[src/design/period_timer_with_pwm_core_assert.svh]
// assertion macros for the period timer core
`ifndef PERIOD_TIMER_WITH_PWM_CORE_ASSERT_SVH
`define PERIOD_TIMER_WITH_PWM_CORE_ASSERT_SVH

// same-cycle implication, checked out of reset
`define PTPWM_ASSERT_NOW(label, clk, rst, ante, cons) \
  label: assert property (@(posedge clk) disable iff (rst) (ante) |-> (cons)) \
    else $error("ptpwm check failed");

// next-cycle implication, checked out of reset
`define PTPWM_ASSERT_NEXT(label, clk, rst, ante, cons) \
  label: assert property (@(posedge clk) disable iff (rst) (ante) |=> (cons)) \
    else $error("ptpwm check failed");

`endif

[src/design/ptpwm_pkg.sv]
// shared types and constants for the period timer core
package ptpwm_pkg;

  localparam int TIMER_W     = 8;
  localparam int PRESCALE_W  = 5;
  localparam int POSTSCALE_W = 5;
  localparam int CFG_DATA_W  = 8;
  localparam int IN_DATA_W   = 8;
  localparam int OUT_DATA_W  = 16;

  localparam logic [1:0] PRESCALE_DIV_1      = 2'd0;
  localparam logic [1:0] PRESCALE_DIV_4      = 2'd1;
  localparam logic [1:0] PRESCALE_DIV_16     = 2'd2;
  localparam logic [1:0] PRESCALE_DIV_16_ALT = 2'd3;

  localparam logic [PRESCALE_W-1:0] RATIO_1  = PRESCALE_W'(1);
  localparam logic [PRESCALE_W-1:0] RATIO_4  = PRESCALE_W'(4);
  localparam logic [PRESCALE_W-1:0] RATIO_16 = PRESCALE_W'(16);

  // result bit positions in the output tdata
  localparam int OUT_MATCH_BIT = 8;
  localparam int OUT_IRQ_BIT   = 9;
  localparam int OUT_PWM1_BIT  = 10;
  localparam int OUT_PWM2_BIT  = 11;

  typedef enum logic [2:0] {
    REG_TIMER_ENABLE      = 3'd0,
    REG_PRESCALE_SELECT   = 3'd1,
    REG_POSTSCALE_SETTING = 3'd2,
    REG_PERIOD_VALUE      = 3'd3,
    REG_PWM_ONE_ENABLE    = 3'd4,
    REG_PWM_TWO_ENABLE    = 3'd5,
    REG_DUTY_ONE          = 3'd6,
    REG_DUTY_TWO          = 3'd7
  } cfg_reg_e;

  typedef struct packed {
    logic               timer_enable;
    logic [1:0]         prescale_select;
    logic [3:0]         postscale_setting;
    logic [TIMER_W-1:0] period_value;
    logic               pwm_one_enable;
    logic               pwm_two_enable;
    logic [TIMER_W-1:0] duty_one;
    logic [TIMER_W-1:0] duty_two;
  } cfg_t;

  typedef struct packed {
    logic [TIMER_W-1:0] timer_value;
    logic               period_match;
    logic               interrupt_event;
  } tmr_res_t;

endpackage

[src/design/ptpwm_cfg.sv]
// configuration register file
module ptpwm_cfg import ptpwm_pkg::*; (
  input  logic                  clk,
  input  logic                  rst,
  input  logic                  wr_en,
  input  cfg_reg_e              wr_index,
  input  logic [CFG_DATA_W-1:0] wr_data,
  output cfg_t                  cfg
);

  always_ff @(posedge clk) begin
    if (rst) begin
      cfg <= '0;
    end else if (wr_en) begin
      unique case (wr_index)
        REG_TIMER_ENABLE:      cfg.timer_enable      <= wr_data[0];
        REG_PRESCALE_SELECT:   cfg.prescale_select   <= wr_data[1:0];
        REG_POSTSCALE_SETTING: cfg.postscale_setting <= wr_data[3:0];
        REG_PERIOD_VALUE:      cfg.period_value      <= wr_data[TIMER_W-1:0];
        REG_PWM_ONE_ENABLE:    cfg.pwm_one_enable    <= wr_data[0];
        REG_PWM_TWO_ENABLE:    cfg.pwm_two_enable    <= wr_data[0];
        REG_DUTY_ONE:          cfg.duty_one          <= wr_data[TIMER_W-1:0];
        REG_DUTY_TWO:          cfg.duty_two          <= wr_data[TIMER_W-1:0];
        default:               cfg                   <= cfg;
      endcase
    end
  end

endmodule

[src/design/ptpwm_timer.sv]
// prescaler, 8-bit period timer and postscaler
module ptpwm_timer import ptpwm_pkg::*; (
  input  logic     clk,
  input  logic     rst,
  input  logic     step,
  input  cfg_t     cfg,
  output tmr_res_t res
);

  logic [PRESCALE_W-1:0]  prescale_count, prescale_count_next;
  logic [PRESCALE_W-1:0]  prescale_inc, divide_ratio;
  logic [TIMER_W-1:0]     timer_count, timer_count_next, timer_inc;
  logic [POSTSCALE_W-1:0] postscale_count, postscale_count_next;
  logic [POSTSCALE_W-1:0] post_inc, post_limit;
  logic                   advance, match, irq;

  always_comb begin
    unique case (cfg.prescale_select) inside
      PRESCALE_DIV_1:                       divide_ratio = RATIO_1;
      PRESCALE_DIV_4:                       divide_ratio = RATIO_4;
      PRESCALE_DIV_16, PRESCALE_DIV_16_ALT: divide_ratio = RATIO_16;
      default:                              divide_ratio = RATIO_16;
    endcase
  end

  always_comb begin
    prescale_inc = prescale_count + PRESCALE_W'(1);
    advance      = step && (prescale_inc >= divide_ratio);
    timer_inc    = timer_count + TIMER_W'(1);
    match        = advance && (timer_inc == cfg.period_value);
    post_inc     = postscale_count + POSTSCALE_W'(1);
    post_limit   = POSTSCALE_W'(cfg.postscale_setting) + POSTSCALE_W'(1);
    irq          = match && (post_inc >= post_limit);

    prescale_count_next  = prescale_count;
    timer_count_next     = timer_count;
    postscale_count_next = postscale_count;
    if (step) begin
      prescale_count_next = advance ? '0 : prescale_inc;
    end
    if (advance) begin
      timer_count_next = match ? '0 : timer_inc;
    end
    if (match) begin
      postscale_count_next = irq ? '0 : post_inc;
    end
  end

  always_ff @(posedge clk) begin
    if (rst) begin
      prescale_count  <= '0;
      timer_count     <= '0;
      postscale_count <= '0;
    end else begin
      prescale_count  <= prescale_count_next;
      timer_count     <= timer_count_next;
      postscale_count <= postscale_count_next;
    end
  end

  assign res.timer_value     = timer_count_next;
  assign res.period_match    = match;
  assign res.interrupt_event = irq;

endmodule

[src/design/ptpwm_chan.sv]
// one pwm channel: duty latch and output level
module ptpwm_chan import ptpwm_pkg::*; (
  input  logic               clk,
  input  logic               rst,
  input  logic               step,
  input  logic               enable,
  input  logic               match,
  input  logic [TIMER_W-1:0] timer_value,
  input  logic [TIMER_W-1:0] duty,
  output logic               level_next
);

  logic [TIMER_W-1:0] duty_latch, duty_latch_next;
  logic               level;

  always_comb begin
    duty_latch_next = duty_latch;
    level_next      = level;
    if (step && enable) begin
      if (match) begin
        duty_latch_next = duty;
        level_next      = 1'b1;
      end
      if (timer_value >= duty_latch_next) begin
        level_next = 1'b0;
      end
    end
  end

  always_ff @(posedge clk) begin
    if (rst) begin
      duty_latch <= '0;
      level      <= 1'b0;
    end else begin
      duty_latch <= duty_latch_next;
      level      <= level_next;
    end
  end

endmodule

[src/design/period_timer_with_pwm_core.sv]
// top level of the period timer with prescaler, postscaler and two pwm channels
// each accepted tick item is registered as its result item in the output register
// throughput: one item per cycle; the output register takes a new item whenever it is
// empty or being drained in the same cycle
// reset: synchronous, clears config registers, counters, duty latches, levels and output valid
module period_timer_with_pwm_core import ptpwm_pkg::*; #(
  parameter int PWM_CHANNELS = 2
) (
  input  logic                  clk,
  input  logic                  rst,
  input  logic                  s_axis_tvalid,
  output logic                  s_axis_tready,
  input  logic [IN_DATA_W-1:0]  s_axis_tdata,  // [0] tick, rest zero
  output logic                  m_axis_tvalid,
  input  logic                  m_axis_tready,
  output logic [OUT_DATA_W-1:0] m_axis_tdata,  // [7:0] timer_value, [8] period_match,
                                               // [9] interrupt_event, [10] pwm_one_level,
                                               // [11] pwm_two_level, rest zero
  input  logic                  cfg_valid,
  output logic                  cfg_ready,
  input  logic [2:0]            cfg_index,
  input  logic [CFG_DATA_W-1:0] cfg_data
);

  cfg_t                  cfg;
  tmr_res_t              res;
  logic                  in_accept, step;
  logic                  ch_one_en, ch_two_en;
  logic                  level_one_next, level_two_next;
  logic                  out_valid;
  logic [OUT_DATA_W-1:0] out_data;

  assign cfg_ready     = 1'b1;
  assign s_axis_tready = !out_valid || m_axis_tready;
  assign in_accept     = s_axis_tvalid && s_axis_tready;
  assign step          = in_accept && s_axis_tdata[0] && cfg.timer_enable;
  assign ch_one_en     = (PWM_CHANNELS >= 1) && cfg.pwm_one_enable;
  assign ch_two_en     = (PWM_CHANNELS >= 2) && cfg.pwm_two_enable;

  ptpwm_cfg u_cfg (
    .clk      (clk),
    .rst      (rst),
    .wr_en    (cfg_valid && cfg_ready),
    .wr_index (cfg_reg_e'(cfg_index)),
    .wr_data  (cfg_data),
    .cfg      (cfg)
  );

  ptpwm_timer u_timer (
    .clk  (clk),
    .rst  (rst),
    .step (step),
    .cfg  (cfg),
    .res  (res)
  );

  ptpwm_chan u_chan_one (
    .clk         (clk),
    .rst         (rst),
    .step        (step),
    .enable      (ch_one_en),
    .match       (res.period_match),
    .timer_value (res.timer_value),
    .duty        (cfg.duty_one),
    .level_next  (level_one_next)
  );

  ptpwm_chan u_chan_two (
    .clk         (clk),
    .rst         (rst),
    .step        (step),
    .enable      (ch_two_en),
    .match       (res.period_match),
    .timer_value (res.timer_value),
    .duty        (cfg.duty_two),
    .level_next  (level_two_next)
  );

  // output register
  always_ff @(posedge clk) begin
    if (rst) begin
      out_valid <= 1'b0;
    end else if (in_accept) begin
      out_valid <= 1'b1;
    end else if (m_axis_tready) begin
      out_valid <= 1'b0;
    end
  end

  always_ff @(posedge clk) begin
    if (in_accept) begin
      out_data <= {4'b0000, level_two_next, level_one_next,
                   res.interrupt_event, res.period_match, res.timer_value};
    end
  end

  assign m_axis_tvalid = out_valid;
  assign m_axis_tdata  = out_data;

  `include "period_timer_with_pwm_core_assert.svh"

  `PTPWM_ASSERT_NOW(a_stall_blocks_input, clk, rst,
    out_valid && !m_axis_tready, !s_axis_tready)
  `PTPWM_ASSERT_NEXT(a_accept_fills_output, clk, rst, in_accept, out_valid)
  `PTPWM_ASSERT_NEXT(a_idle_item_no_event, clk, rst, in_accept && !s_axis_tdata[0],
    !out_data[OUT_MATCH_BIT] && !out_data[OUT_IRQ_BIT])
  `PTPWM_ASSERT_NOW(a_match_clears_timer, clk, rst, out_valid && out_data[OUT_MATCH_BIT],
    out_data[TIMER_W-1:0] == '0)
  `PTPWM_ASSERT_NOW(a_irq_needs_match, clk, rst, out_valid && out_data[OUT_IRQ_BIT],
    out_data[OUT_MATCH_BIT])

endmodule
[config.mk]
export PLATFORM = sky130hd
export DESIGN_NAME = period_timer_with_pwm_core
export DESIGN_NICKNAME = d
export VERILOG_FILES = /design/src/design/ptpwm_pkg.sv /design/src/design/ptpwm_cfg.sv /design/src/design/ptpwm_timer.sv /design/src/design/ptpwm_chan.sv /design/src/design/period_timer_with_pwm_core.sv
export VERILOG_INCLUDE_DIRS = /design/src /design/src/design
export SDC_FILE = /design/constraint.sdc
export NUM_CORES = 1
export LEC_CHECK = 0
export BUFFER_PORTS_ARGS = -buffer_cell sky130_fd_sc_hd__buf_2
export CAP_MARGIN = 20
export CORE_MARGIN = 3
export CORE_UTILIZATION = 30
export CTS_BUF_LIST = sky130_fd_sc_hd__clkbuf_8
export CTS_CLUSTER_SIZE = 40
export DETAILED_ROUTE_END_ITERATION = 10
export HOLD_SLACK_MARGIN = 0.05
export SETUP_SLACK_MARGIN = 0.05
export SYNTH_ARGS = -nofsm -noshare
export SYNTH_HDL_FRONTEND = slang
export SYNTH_SLANG_ARGS = --single-unit
[constraint.sdc]
create_clock -name clk -period 9.5 [get_ports clk]
set_clock_uncertainty 0.1 [all_clocks]
set_input_delay 0.475 -clock clk [delete_from_list [all_inputs] [get_ports clk]]
set_output_delay 0.475 -clock clk [all_outputs]
set_load 0.01 [all_outputs]
==> impl_metrics.py <==
metrics = {
    "critical_path": {
        "required_ps": 9520,
        "worstSetupEndpointType": "register",
        "r2r-end": "m_axis_tdata[11]",
        "rrSetupSlack_ps": 4780,
        "startpoint_type": "register",
        "crit_type": "register to register",
        "crit_chain": "ha_1 -> nand3_1 -> xnor2_1 -> ha_1 -> nor2_1 -> o221ai_1 -> o211a_1 -> and4b_1 -> buf_4 -> mux2_2 -> ha_1 -> nand2b_1 -> a21o_1 -> a21oi_1 -> nor2b_1 -> o21ai_0 -> a211o_1 -> o21a_1",
        "cp_slowest_stage_delay_ps": 650,
        "crit_path_max_fanout": 21,
        "r2r-start": "u_timer.prescale_count[0]",
        "timing.critical_path.mode_cell": "ha_1",
        "crit_slowest_cell": "and4b_1",
        "arrival_ps": 4740,
        "r2r_cells": 18,
    },
    "sta": {
        "tightest_slew_ps": 749,
        "finalHoldViolCount": 0,
        "post-route-min-period_ps": 4720,
        "grt_setup_unrepaired": "no",
        "slew_viol_final": 0,
        "setup_viol": 0,
        "max_freq_ghz": 0.212,
        "holdWs_ps": 273,
        "slew_headroom": 0.501,
        "fin_ws_ps": 4780,
        "period_share": 0.497,
        "finalSetupTns_ps": 0,
    },
    "placement": {
        "dp.final_hpwl_um": 6910,
        "place_area_sq_mm": 0.00450,
        "portBuffers": 30,
        "gp_congestion": 0.762,
        "place_ws_ps": 4780,
    },
    "power_and_ir_drop": {
        "leakage_nw": 1.73,
        "p_total_mw": 0.640,
        "ir_drop_uv": 52.5,
        "p_per_area_mw_per_mm2": 136,
    },
    "logic_synthesis": {
        "synth_top_area_frac": 0.330,
        "netlist_instances": 469,
        "avgSynthCellArea_sq_um": 9.05,
        "synth_area_sq_mm": 0.00425,
        "synth-edff-count": 12,
        "synthTopCellsByArea": "dfxtp_1 33%, mux2i_1 9.4%, edfxtp_1 8.5%",
        "async_flop_share": 0,
        "ys_types": 50,
        "yosysTopAreaCell": "dfxtp_1",
        "synth_common_cells": "70 x dfxtp_1, 63 x nand2_1, 55 x nor2_1",
        "yosysSeqAreaShare": 0.415,
        "ys.flop_type": "dfxtp_1",
        "synth_most_common_cell": "dfxtp_1",
        "yosys_warnings": 0,
        "ys_ff_latch": 82,
    },
    "final_layout": {
        "stdcell_area_sq_mm": 0.00469,
        "area_growth_pct": 10.4,
        "antenna_cells": 0,
        "multiInputGateArea_sq_mm": 0.00230,
        "num-nets-final": 541,
        "area.sequential_sq_mm": 0.00176,
        "layout-drive-gt1-share": 0.123,
        "n_fill_cell": 1421,
    },
    "clock_network": {
        "cts_setup_buffers": 0,
        "cts_resized": 0,
        "root_buffer": "clkbuf_8",
        "clock_path_buffers": 2,
        "path_clk_slew_ps": 80,
        "cts_tree": "done",
        "clock_sink_count": 82,
        "clk_latency_ps": 360,
        "cts_buffers": 9,
        "postCtsHoldBufs": 0,
        "cts_max_level": 3,
    },
    "global_route": {
        "grt_usage": 0.124,
        "grt_max_degree": 71,
        "overflow": 0,
        "grt_pass1_wl_um": 15700,
        "grt_pass1_vias": 3087,
        "antenna_found_initial": 0,
    },
    "status": {
        "status": "finished, final reports clean",
    },
    "floorplan": {
        "io_pins": 43,
        "initial_core_util": 0.313,
        "die_area_sq_mm": 0.0156,
        "coreArea_sq_mm": 0.0136,
        "die_h_um": 125,
        "die_x_um": 125,
        "placementRows": 42,
    },
    "routing": {
        "ant_nets": 0,
        "drt_iter0_drc": 142,
        "viasPerCell": 4.84,
        "dr.pass1.iters": 5,
        "drt-total-wl_um": 9610,
        "drc": 0,
        "detail_route.wl_per_cell_um": 14.3,
        "vias": 3247,
    },
    "min_path": {
        "hold_path_class": "primary input to register",
        "hold_end": "m_axis_tvalid",
        "hold_path_depth": 3,
        "hold_path_startpoint": "s_axis_tvalid",
    },
    "flow_run": {
        "cap_violations": 0,
    },
}
-- worst max path at each step --
stage / startpoint / slack [ps] / end / cells past startpoint
after floorplan: u_timer.prescale_count[0] / 5620 / m_axis_tdata[10] / 18
after global placement: u_timer.prescale_count[0] / 4820 / m_axis_tdata[11] / 18
after detailed placement: u_timer.prescale_count[0] / 4780 / m_axis_tdata[11] / 18
after CTS: u_timer.prescale_count[0] / 4750 / m_axis_tdata[11] / 18
after global routing: u_timer.prescale_count[0] / 4360 / m_axis_tdata[11] / 18
final: u_timer.prescale_count[0] / 4780 / m_axis_tdata[11] / 18
-- logic make-up after synthesis --
kind of cell,synth area share
buffers and inverters,0.0454
xor gates and xnor gates,0.0474
other,0.00177
AOI/OAI and AO/OA,0.103
and+or+nand+nor,0.209
muxes,0.0996
adders and majority gates,0.0796
DFF,0.415
-- layer usage --
layer,up-vias,routed length (um),GRT usage
li1,1669,-,-
met1,1505,4480,0.155
met2,59,4590,0.208
met3,14,328,0.0281
met4,0,213,0.0504
met5,-,0,0
-- report_power, final --
| group | internal (mW) | switching (mW) | leakage (nW) |
|---|---|---|---|
| Combinational | 0.0108 | 0.0227 | 0.948 |
| Clock | 0.119 | 0.128 | 0.100 |
| Sequential | 0.357 | 0.00297 | 0.686 |
| Total | 0.486 | 0.153 | 1.73 |
-- stage by stage --
stage,util,std cells
3_5_place_dp,0.332,655
6_report,0.346,671
5_1_grt,0.346,671
4_1_cts,0.346,671
2_1_floorplan,-,472
3_3_place_gp,0.332,655
-- flip-flops by register name (all words and copies together), names as in the netlist --
register,flops
u_chan_one.duty_latch,8
m_axis_tdata,12
u_chan_two.duty_latch,8
u_chan_one.level,1
u_cfg.cfg,33
m_axis_tvalid,1
u_timer.prescale_count,5
u_timer.postscale_count,5
u_timer.timer_count,8
u_chan_two.level,1
-- area by class of cell --
| type | count | area share |
|---|---|---|
| clock buffers | 9 | 0.0264 |
| clock inverters | 7 | 0.0131 |
| inverters | 10 | 0.00801 |
| multi-input cells | 353 | 0.491 |
| flip-flops and latches | 82 | 0.376 |
| well taps | 176 | 0.0470 |
| repair buffers | 34 | 0.0384 |
-- critical path, delay by kind of cell, from the launching register on --
family	cells	cell delay, ps
buffers and inverters	1	420
AOI/OAI and AO/OA	7	1200
muxes	1	380
DFF	1	440
and+or+nand+nor	5	990
adders and majority gates	3	710
xor gates and xnor gates	1	230
-- cell usage in the layout (no fill, tap or decap), drive strengths merged, types with 5 or more instances in the layout --
master and count:
a21oi 36, buf 34, clkbuf 9, conb 5
dfxtp 70, edfxtp 12, ha 27, inv 11
mux2i 40, nand2 63, nand2b 10, nand3 13
nand4 5, nor2 55, nor3 15, nor4 5
o21ai 11, xnor2 10, xor2 13
Note: power is estimated with default switching activity, not from simulation.
